--- config.mk ---
export PLATFORM = sky130hd
export DESIGN_NAME = iq_magnitude_power_detector
export DESIGN_NICKNAME = d
export VERILOG_FILES = /design/src/hdl/iqmpd_pkg.sv /design/src/hdl/iqmpd_front.sv /design/src/hdl/iqmpd_fifo.sv /design/src/hdl/iqmpd_back.sv /design/src/hdl/iq_magnitude_power_detector.sv
export SDC_FILE = /design/constraint.sdc
export NUM_CORES = 2
export LEC_CHECK = 0
export ABC_AREA = 1
export BUFFER_PORTS_ARGS = -buffer_cell sky130_fd_sc_hd__buf_2
export CAP_MARGIN = 10
export CORE_MARGIN = 2
export CORE_UTILIZATION = 60
export CTS_BUF_LIST = sky130_fd_sc_hd__clkbuf_16
export DETAILED_ROUTE_END_ITERATION = 8
export PLACE_DENSITY_LB_ADDON = 0.3
export SYNTH_ARGS = -nofsm -noshare
export SYNTH_HDL_FRONTEND = slang
export SYNTH_HIERARCHICAL = 1
export SYNTH_SLANG_ARGS = --single-unit
--- constraint.sdc ---
create_clock -name clk -period 39.9 [get_ports clk]
set_clock_uncertainty 0.05 [all_clocks]
set_input_delay 7.98 -clock clk [delete_from_list [all_inputs] [get_ports clk]]
set_output_delay 7.98 -clock clk [all_outputs]
set_load 0.1 [all_outputs]
--- src/hdl/iqmpd_pkg.sv ---
// ----------------------------------------------------------------------------
// iqmpd_pkg
// Shared types and constants of the I/Q magnitude and power detector.
// ----------------------------------------------------------------------------
package iqmpd_pkg;

  localparam int SAMPLE_W   = 8;
  localparam int OFFSET_W   = 13;
  localparam int SCALE_W    = 16;
  localparam int LEVEL_W    = 8;
  localparam int COUNT_W    = 32;

  localparam int CFG_INDEX_W = 2;
  localparam int CFG_DATA_W  = 16;

  localparam logic [CFG_INDEX_W-1:0] REG_POWER_MODE   = 2'd0;
  localparam logic [CFG_INDEX_W-1:0] REG_DC_OFFSET_I  = 2'd1;
  localparam logic [CFG_INDEX_W-1:0] REG_DC_OFFSET_Q  = 2'd2;
  localparam logic [CFG_INDEX_W-1:0] REG_OUTPUT_SCALE = 2'd3;

  localparam logic [SCALE_W-1:0] OUTPUT_SCALE_RESET = 16'd4096;

  localparam int MAG_W      = 13;
  localparam int SQUARE_W   = 2 * MAG_W;
  localparam int POWER_W    = SQUARE_W + 2;
  localparam int RADICAND_W = 36;
  localparam int ROOT_W     = RADICAND_W / 2;
  localparam int REM_W      = ROOT_W + 2;
  localparam int PROD_W     = POWER_W + SCALE_W;
  localparam int FRAC_SHIFT = 20;

  localparam logic [LEVEL_W-1:0] LEVEL_MAX  = 8'd255;
  localparam logic [PROD_W-1:0]  CLIP_LIMIT = PROD_W'(255) << FRAC_SHIFT;

  localparam int QUEUE_DEPTH = 4;
  localparam int QUEUE_AW    = $clog2(QUEUE_DEPTH);
  localparam int QUEUE_CW    = $clog2(QUEUE_DEPTH + 1);

  typedef struct packed {
    logic [SAMPLE_W-1:0] sample_i;
    logic [SAMPLE_W-1:0] sample_q;
  } sample_word_t;

  typedef struct packed {
    logic [LEVEL_W-1:0] level;
    logic               overflow;
    logic [COUNT_W-1:0] overflow_total;
  } level_word_t;

  typedef struct packed {
    logic                power_mode;
    logic [OFFSET_W-1:0] dc_offset_i;
    logic [OFFSET_W-1:0] dc_offset_q;
    logic [SCALE_W-1:0]  output_scale;
  } cfg_t;

  typedef struct packed {
    logic               push;
    logic [POWER_W-1:0] power;
  } queue_in_t;

  typedef struct packed {
    logic               empty;
    logic [POWER_W-1:0] power;
  } queue_out_t;

endpackage

--- src/hdl/iqmpd_front.sv ---
// ----------------------------------------------------------------------------
// iqmpd_front
// Accepts sample words, removes DC offsets, squares and sums both channels,
// and pushes the power into the queue.
// ----------------------------------------------------------------------------
module iqmpd_front import iqmpd_pkg::*; (
  input  logic         clk,
  input  logic         rst,
  input  cfg_t         cfg,
  input  logic         in_valid,
  output logic         in_ready,
  input  sample_word_t in_data,
  output queue_in_t    q_in,
  input  logic         q_full
);

  logic             adv;
  logic             a_valid;
  logic [MAG_W-1:0] abs_i;
  logic [MAG_W-1:0] abs_q;
  logic             b_valid;
  logic [SQUARE_W-1:0] sq_i;
  logic [SQUARE_W-1:0] sq_q;

  function automatic logic [MAG_W-1:0] abs_diff(input logic [SAMPLE_W-1:0] s,
                                                input logic [OFFSET_W-1:0] off);
    logic signed [OFFSET_W+1:0] d;
    d = $signed({2'b00, s, 4'b0000}) - $signed({{2{off[OFFSET_W-1]}}, off});
    return d[OFFSET_W+1] ? MAG_W'(-d) : MAG_W'(d);
  endfunction

  assign adv      = !(b_valid && q_full);
  assign in_ready = adv;

  assign q_in.push  = b_valid && !q_full;
  assign q_in.power = POWER_W'(sq_i) + POWER_W'(sq_q);

  always_ff @(posedge clk) begin
    if (rst) begin
      a_valid <= 1'b0;
      b_valid <= 1'b0;
    end else if (adv) begin
      a_valid <= in_valid;
      b_valid <= a_valid;
    end
  end

  always_ff @(posedge clk) begin
    if (adv) begin
      abs_i <= abs_diff(in_data.sample_i, cfg.dc_offset_i);
      abs_q <= abs_diff(in_data.sample_q, cfg.dc_offset_q);
      sq_i  <= SQUARE_W'(abs_i) * SQUARE_W'(abs_i);
      sq_q  <= SQUARE_W'(abs_q) * SQUARE_W'(abs_q);
    end
  end

endmodule

--- src/hdl/iqmpd_fifo.sv ---
// ----------------------------------------------------------------------------
// iqmpd_fifo
// Short queue of power words between the front and back parts.
// ----------------------------------------------------------------------------
module iqmpd_fifo import iqmpd_pkg::*; (
  input  logic       clk,
  input  logic       rst,
  input  queue_in_t  q_in,
  output logic       q_full,
  input  logic       pop,
  output queue_out_t q_out
);

  logic [POWER_W-1:0]  mem [QUEUE_DEPTH];
  logic [QUEUE_AW-1:0] wptr;
  logic [QUEUE_AW-1:0] rptr;
  logic [QUEUE_CW-1:0] count;
  logic                do_pop;

  assign q_full      = (count == QUEUE_CW'(QUEUE_DEPTH));
  assign q_out.empty = (count == '0);
  assign q_out.power = mem[rptr];
  assign do_pop      = pop && (count != '0);

  always_ff @(posedge clk) begin
    if (rst) begin
      wptr  <= '0;
      rptr  <= '0;
      count <= '0;
    end else begin
      if (q_in.push) begin
        wptr <= (wptr == QUEUE_AW'(QUEUE_DEPTH - 1)) ? '0 : wptr + QUEUE_AW'(1);
      end
      if (do_pop) begin
        rptr <= (rptr == QUEUE_AW'(QUEUE_DEPTH - 1)) ? '0 : rptr + QUEUE_AW'(1);
      end
      case ({q_in.push, do_pop})
        2'b10:   count <= count + QUEUE_CW'(1);
        2'b01:   count <= count - QUEUE_CW'(1);
        default: count <= count;
      endcase
    end
  end

  always_ff @(posedge clk) begin
    if (q_in.push) begin
      mem[wptr] <= q_in.power;
    end
  end

endmodule

--- src/hdl/iqmpd_back.sv ---
// ----------------------------------------------------------------------------
// iqmpd_back
// Pipelined square root (one root bit per stage), scale multiply, clipping,
// clip counter and output register.
// ----------------------------------------------------------------------------
module iqmpd_back import iqmpd_pkg::*; (
  input  logic        clk,
  input  logic        rst,
  input  cfg_t        cfg,
  input  queue_out_t  q_out,
  output logic        pop,
  output logic        out_valid,
  input  logic        out_ready,
  output level_word_t out_data
);

  typedef struct packed {
    logic [REM_W-1:0]      rem;
    logic [ROOT_W-1:0]     root;
    logic [RADICAND_W-1:0] rad;
    logic [POWER_W-1:0]    power;
  } sqrt_state_t;

  logic               adv;
  logic               st_valid [ROOT_W];
  sqrt_state_t        st       [ROOT_W];
  sqrt_state_t        st_next  [ROOT_W];
  sqrt_state_t        st_init;
  logic [POWER_W-1:0] base;
  logic               m_valid;
  logic [PROD_W-1:0]  prod;
  logic               clip;
  logic [COUNT_W-1:0] clip_count;
  logic [COUNT_W-1:0] clip_count_next;

  function automatic sqrt_state_t sqrt_step(input sqrt_state_t c);
    sqrt_state_t      n;
    logic [REM_W+1:0] shifted;
    logic [REM_W+1:0] trial;
    n       = c;
    shifted = {c.rem, c.rad[RADICAND_W-1 -: 2]};
    trial   = (REM_W + 2)'({c.root, 2'b01});
    n.rad   = c.rad << 2;
    if (shifted >= trial) begin
      n.rem  = REM_W'(shifted - trial);
      n.root = {c.root[ROOT_W-2:0], 1'b1};
    end else begin
      n.rem  = REM_W'(shifted);
      n.root = {c.root[ROOT_W-2:0], 1'b0};
    end
    return n;
  endfunction

  assign adv = !out_valid || out_ready;
  assign pop = adv && !q_out.empty;

  always_comb begin
    st_init.rem   = '0;
    st_init.root  = '0;
    st_init.rad   = {q_out.power, {(RADICAND_W - POWER_W){1'b0}}};
    st_init.power = q_out.power;
  end

  always_comb begin
    st_next[0] = sqrt_step(st_init);
    for (int s = 1; s < ROOT_W; s++) begin
      st_next[s] = sqrt_step(st[s-1]);
    end
  end

  assign base = cfg.power_mode ? st[ROOT_W-1].power : POWER_W'(st[ROOT_W-1].root);

  assign clip            = (prod > CLIP_LIMIT);
  assign clip_count_next = (clip && (clip_count != '1)) ? clip_count + COUNT_W'(1)
                                                        : clip_count;

  always_ff @(posedge clk) begin
    if (rst) begin
      for (int s = 0; s < ROOT_W; s++) begin
        st_valid[s] <= 1'b0;
      end
      m_valid    <= 1'b0;
      out_valid  <= 1'b0;
      clip_count <= '0;
    end else if (adv) begin
      st_valid[0] <= !q_out.empty;
      for (int s = 1; s < ROOT_W; s++) begin
        st_valid[s] <= st_valid[s-1];
      end
      m_valid   <= st_valid[ROOT_W-1];
      out_valid <= m_valid;
      if (m_valid) begin
        clip_count <= clip_count_next;
      end
    end
  end

  always_ff @(posedge clk) begin
    if (adv) begin
      for (int s = 0; s < ROOT_W; s++) begin
        st[s] <= st_next[s];
      end
      prod                    <= PROD_W'(base) * PROD_W'(cfg.output_scale);
      out_data.level          <= clip ? LEVEL_MAX : prod[FRAC_SHIFT +: LEVEL_W];
      out_data.overflow       <= clip;
      out_data.overflow_total <= clip_count_next;
    end
  end

endmodule

--- src/hdl/iq_magnitude_power_detector.sv ---
// ----------------------------------------------------------------------------
// iq_magnitude_power_detector
// Offset-corrected I/Q power or magnitude, scaled, clipped to 8 bits, with a
// saturating clip counter.
//
//   channel   dir   handshake             word
//   in        in    in_valid / in_ready    sample_word_t (sample_i, sample_q)
//   out       out   out_valid / out_ready  level_word_t (level, overflow, total)
//   cfg       in    cfg_we                 cfg_index, cfg_data
//
// One word per cycle when out_ready stays high; after the accepting edge a word
// passes the second front stage, the queue, 18 square-root stages (one root
// bit each), the multiply stage and the output register before out_valid rises.
// Reset is synchronous and clears all valid bits, the queue and the counter.
// A stalled output freezes the back pipeline; the queue lets the front keep
// accepting until it fills.
// ----------------------------------------------------------------------------
module iq_magnitude_power_detector import iqmpd_pkg::*; (
  input  logic                   clk,
  input  logic                   rst,
  input  logic                   in_valid,
  output logic                   in_ready,
  input  sample_word_t           in_data,
  output logic                   out_valid,
  input  logic                   out_ready,
  output level_word_t            out_data,
  input  logic                   cfg_we,
  input  logic [CFG_INDEX_W-1:0] cfg_index,
  input  logic [CFG_DATA_W-1:0]  cfg_data
);

  cfg_t       cfg;
  queue_in_t  q_in;
  queue_out_t q_out;
  logic       q_full;
  logic       pop;

  always_ff @(posedge clk) begin
    if (rst) begin
      cfg.power_mode   <= 1'b0;
      cfg.dc_offset_i  <= '0;
      cfg.dc_offset_q  <= '0;
      cfg.output_scale <= OUTPUT_SCALE_RESET;
    end else if (cfg_we) begin
      case (cfg_index)
        REG_POWER_MODE:   cfg.power_mode   <= cfg_data[0];
        REG_DC_OFFSET_I:  cfg.dc_offset_i  <= cfg_data[OFFSET_W-1:0];
        REG_DC_OFFSET_Q:  cfg.dc_offset_q  <= cfg_data[OFFSET_W-1:0];
        REG_OUTPUT_SCALE: cfg.output_scale <= cfg_data[SCALE_W-1:0];
        default: ;
      endcase
    end
  end

  iqmpd_front u_front (
    .clk      (clk),
    .rst      (rst),
    .cfg      (cfg),
    .in_valid (in_valid),
    .in_ready (in_ready),
    .in_data  (in_data),
    .q_in     (q_in),
    .q_full   (q_full)
  );

  iqmpd_fifo u_fifo (
    .clk    (clk),
    .rst    (rst),
    .q_in   (q_in),
    .q_full (q_full),
    .pop    (pop),
    .q_out  (q_out)
  );

  iqmpd_back u_back (
    .clk       (clk),
    .rst       (rst),
    .cfg       (cfg),
    .q_out     (q_out),
    .pop       (pop),
    .out_valid (out_valid),
    .out_ready (out_ready),
    .out_data  (out_data)
  );

endmodule

# Yosys cells after proc, flatten, opt, wreduce, memory -nomap -nowiden
# Memories as Yosys holds them, arrays and structs flattened. A register that Yosys moved wholly into a read port is not among the register bits.
# Cells that the tools add are included.
classes:
  add_sub_neg: 28
  mul: 3
  magnitude_cmp: 19
  n_eq_ne: 9
  n_mux: 53
  n_bitwise: 18
  n_reduce_logical: 19
ops:
  columns: ["operator", "count"]
  rows:
  - ["2-to-1 mux 38 bit", 18]
  - ["greater-or-equal comparator 22 x 20 -> 1 bit", 17]
  - ["subtractor 20 bit", 17]
  - ["multiplier 13 x 13 -> 26 bit", 2]
  - ["greater-than comparator 44 x 28 -> 1 bit, second input constant", 1]
  - ["multiplier 28 x 16 -> 44 bit", 1]
  - ["adder 32 x 1 -> 32 bit, second input constant", 1]
  - ["2-to-1 mux 32 bit", 1]
  - ["inequality test 32 bit, second input constant", 1]
  - ["2-to-1 mux 28 bit", 1]
  - ["subtractor 13 x 13 -> 14 bit", 2]
  - ["adder 26 x 26 -> 27 bit", 1]
  - ["2-to-1 mux 1 bit", 26]
  - ["2-to-1 mux 13 bit", 2]
  - ["negation 13 bit", 2]
  - ["OR 1 bit", 18]
  - ["equality test 2 bit, second input constant", 5]
  - ["AND reduction 2 bit", 5]
  - ["2-to-1 mux 2 bit", 4]
  - ["case mux 3 bit (2 select lines)", 1]
  - ["logical AND 1 bit", 5]
  - ["adder 2 x 1 -> 2 bit, second input constant", 2]
  - ["equality test 2 x 1 -> 1 bit, second input constant", 2]
  - ["logical NOT 1 bit", 4]
  - ["10 further kinds", 10]
word_totals:
  ff_bits: 248
  ram_bits: 1926
  inputBits: 39
  out_inout_bits: 43
  elab_cells: 171
  mem_count: 3
mem_list:
  columns: ["memory", "depth", "word_bits", "read_ports", "rd_ports_with_merged_regs", "wr", "line", "source"]
  rows:
  - ["u_back.st", 18, 100, 18, 0, 18, "iqmpd_back.sv:26", "sqrt_state_t st [ROOT_W];"]
  - ["u_fifo.mem", 4, 27, 1, 1, 1, "iqmpd_fifo.sv:14", "logic [POWER_W-1:0] mem [QUEUE_DEPTH];"]
  - ["u_back.st_valid", 18, 1, 18, 1, 18, "iqmpd_back.sv:25", "logic st_valid [ROOT_W];"]

# Depth between registers and ports, before layout
logic_depth:
  ltp_word: 6
  depth_mapped: 31
  ltp_nobuf: 29

# By module
# The synthesis kept the hierarchy.
by_module_without_submodules:
  columns: ["module", "n_inst", "cells_per_inst", "area_each_um2", "seq_area_each_um2"]
  rows:
  - ["iqmpd_back", 1, 6866, 66655.2, 33472.1]
  - ["iqmpd_front", 1, 1941, 15064.4, 2322.2]
  - ["iqmpd_fifo", 1, 337, 4643.2, 3543.4]
  - ["iq_magnitude_power_detector", 1, 275, 1770.4, 860.8]

# Least setup slack after synthesis
# No wires, ideal clock.
synth_timing:
  path_type: "input-to-reg"
  start: "input port out_ready"
  end: "memory u_back.st_valid[0] (data pin)"
  setup_ps: 144
  arrival_ps: 33822
  required_ps: 39706
  setup_slack_ps: 5884
  path_stages: 5
  path_buffers: 1
  cell_sequence: "nor2_1 > inv_1 > nand2_1 > clkbuf_1 > nor2_1"
synth_lines:
  columns: ["element", "line", "source"]
  rows:
  - ["start, declared", "iq_magnitude_power_detector.sv:25", "input logic out_ready,"]
  - ["end, declared", "iqmpd_back.sv:25", null]

==> flow_metrics.py <==
metrics = {
    "worst_setup_path": {
        "criticalPathCategory": "in -> reg",
        "crit_path_cell_trace": "buf_2, nor2_1, inv_8, buf_4, buf_4, buf_12, buf_4",
        "worstSetupEndpointType": "flop",
        "cpPeakStageDelay_ns": 0.94,
        "cp.required_ns": 40.25,
        "crit_path_start_kind": "input port",
        "cp_slowest_cell": "buf_4",
        "cp_top_family": "buffers and inverters",
        "cp_data_arrival_time_ns": 12.75,
        "path_buf_inv": 6,
        "cp_max_fo": 195,
        "crit_top_cell": "buf_4",
    },
    "die": {
        "rows": 140,
        "dieWidth_um": 387.3,
        "num_io_pins": 82,
        "dieHeight_um": 387.3,
        "initial_core_util": 0.6047,
        "core_area_um2": 145700,
        "die-area_um2": 150000,
    },
    "timing": {
        "max_freq_ghz": 0.08062,
        "slew_headroom": 0.2645,
        "min_period_ns": 12.40,
        "fin_tns_setup_ns": 0,
        "worstMarginPinSlew_ns": 1.103,
        "setup_violations": 0,
        "rsz0062_at_grt": "no",
        "hold_slack_ns": 0.3423,
        "drv_slew": 0,
        "hold_viol": 0,
        "fin_crit_sh": 0.3109,
    },
    "cts": {
        "cts_sinks": 1368,
        "post_cts_buffers": 0,
        "cts_hold_buf": 0,
        "clockRootBuffer": "clkbuf_16",
        "htreeDepth": 4,
        "cts_tree": "done",
        "ctsResizeCount": 0,
        "numCtsBuffers": 141,
        "worstSkewPairLatency_ns": 0.78,
        "cts_buffer_depth": 3,
        "clkTransAtPathRegs_ns": 0.06,
    },
    "global_route": {
        "grt_overflow": 0,
        "grt_pass1_vias": 62900,
        "grt_usage": 0.2683,
        "grt_pass1_wl_mm": 323.1,
        "grt_max_degree": 196,
        "antenna_found_initial": 1,
    },
    "yosys": {
        "synth_edf_count": 1280,
        "ys_types": 59,
        "async_flop_share": 0,
        "synth.area.top_cells": "edfxtp_1 44%, fa_1 13%, nand2_1 9.7%, inv_1 7.5%, ha_1 6.9%",
        "synth-seq-cells": 1368,
        "seq_area_frac_synth": 0.4561,
        "synth_top_area_share": 0.4361,
        "syn_avg_cell_area_um2": 9.357,
        "netlist_instances": 9419,
        "ys.flop_type": "edfxtp_1",
        "synth.most_common_cell": "nand2_1",
        "syn_area_um2": 88130,
        "synth_top_area_cell": "edfxtp_1",
        "synth_nets": 10500,
        "ys_warn_count": 6,
        "synth_common_cells": "2,267 x nand2_1, 1,764 x inv_1, 1,280 x edfxtp_1, 944 x nor2_1, 557 x fa_1",
    },
    "route": {
        "drc": 0,
        "vias": 62530,
        "postRouteAntennaNets": 0,
        "first_pass_iters": 8,
        "dr.first_iter.drc_count": 4805,
        "wire_per_inst_um": 17.16,
        "routed_wl_mm": 198.2,
        "viasPerCell": 5.414,
    },
    "cells_and_area": {
        "fin_cells": 11550,
        "fin_nets": 10600,
        "stdcell_area_um2": 95290,
        "antenna_cells": 0,
        "nFillCells": 11490,
        "layout-drive-gt1-share": 0.04847,
        "area_growth_pct": 8.122,
    },
    "hold_path": {
        "hp-class": "reg -> reg",
    },
    "place": {
        "port_buffers": 81,
        "place_inst": 11290,
        "place_congestion": 0.9340,
        "hpwl_mm": 147.6,
        "placed_cell_area_um2": 90490,
    },
    "outcome": {
        "outcome": "finished clean",
    },
    "flow_run": {
        "maxCapViolations": 0,
    },
}
## worst paths after layout
| path | start | to | slack (ns) | cells after the start |
|---|---|---|---|---|
| worst min-delay path | u_back/st[8][55]$_DFFE_PN_ | u_back/st[9][57]$_DFFE_PN_ | 0.34 | 0 |
| worst max register to register | cfg[42]$_SDFFE_PP0P_ | u_back/prod[35]$_DFFE_PN_ | 32.39 | 25 |
| worst min register to register | u_back/st[8][55]$_DFFE_PN_ | u_back/st[9][57]$_DFFE_PN_ | 0.34 | 0 |
| worst max-delay path | out_ready | u_back/st[15][97]$_DFFE_PN_ | 27.50 | 7 |
## cell families after synthesis
group,Yosys count,synth area share
other,2,0.00008521
adder cells (fa/ha/maj),1045,0.1958
flip-flops,1368,0.4561
buffers and inverters,1969,0.08592
AND/OR/NAND/NOR,3907,0.1812
XOR/XNOR,294,0.02922
AO/OA/AOI/OAI,834,0.05162
## metrics by stage
step                        util  worst slack, ns
final                     0.6538            27.50
after global routing      0.6538            27.09
after CTS                 0.6537            27.59
after detailed placement  0.6209            26.76
after global placement    0.6209            26.89
after floorplan                -            5.884
## metal layers
| metal | track usage | routed length, um | up-vias |
|---|---|---|---|
| li1 | - | - | 30190 |
| met1 | 0.3436 | 80550 | 29820 |
| met2 | 0.4586 | 97350 | 2102 |
| met3 | 0.04322 | 12900 | 424 |
| met4 | 0.1046 | 7371 | 0 |
| met5 | 0 | 0 | - |
## final cells by class
class | count | area [um^2] | area share
Multi-Input combinational cell | 6082 | 40380 | 0.4238
Sequential cell | 1368 | 40200 | 0.4218
Inverter | 1801 | 6770 | 0.07105
Clock buffer | 142 | 3553 | 0.03729
Tap cell | 1917 | 2399 | 0.02517
Clock inverter | 118 | 1225 | 0.01285
Timing Repair Buffer | 123 | 765.7 | 0.008036
## cell usage in the layout, fill, tap and decap left out, drive strengths merged, types with 8 or more instances in the layout
cell type / Yosys / layout
inv: 1783 / 1819
xnor2: 119 / 119
nand2: 2275 / 2275
nor4: 16 / 16
nand3b: 38 / 38
o21ai: 332 / 332
or2: 61 / 61
a31oi: 15 / 15
a21oi: 355 / 355
o22ai: 28 / 28
fa: 557 / 557
edfxtp: 1280 / 1280
ha: 488 / 488
bufinv: 0 / 17
dfxtp: 88 / 88
nand4: 78 / 78
a21o: 30 / 30
buf: 65 / 123
o21a: 12 / 12
clkbuf: 103 / 142
a21boi: 9 / 9
nor3: 62 / 62
a211oi: 8 / 8
nand3: 409 / 409
clkinv: 18 / 79
o21bai: 32 / 32
xor2: 175 / 175
nor2: 956 / 956
## worst reg2reg max path, stage by stage (launching register included)
cell,delay [ns]
dfxtp_1,0.46
inv_1,0.34
or2_2,0.39
nand2_1,0.41
clkinv_1,0.54
nand2_1,0.25
fa_1,0.43
inv_1,0.11
fa_1,0.44
fa_1,0.50
fa_1,0.52
fa_1,0.55
inv_1,0.06
fa_1,0.58
inv_1,0.06
ha_1,0.38
nand2_1,0.13
inv_1,0.05
a21oi_1,0.26
nand2_1,0.11
nand2_1,0.06
nand3_1,0.20
nand3_1,0.17
nand2_1,0.07
nand2_1,0.06
nand2_1,0.07
## sequential cells by signal (all words and copies together), names as in the netlist, named ones only
| name | flops |
|---|---|
| u_back/st | 989 |
| u_fifo/wptr | 2 |
| u_front/sq_i | 25 |
| u_fifo/count | 3 |
| u_back/st_valid | 18 |
| u_front/b_valid | 1 |
| cfg | 43 |
| u_front/abs_i | 13 |
| u_fifo/rptr | 2 |
| u_back/prod | 44 |
| u_back/clip_count | 32 |
| u_back/out_data | 41 |
| u_back/out_valid | 1 |
| u_front/abs_q | 13 |
| u_fifo/mem | 112 |
| u_front/a_valid | 1 |
| u_front/sq_q | 25 |
| u_back/m_valid | 1 |
Power is not shown: default switching activity piles up to over one toggle a cycle in this logic, so the estimate is an artifact.
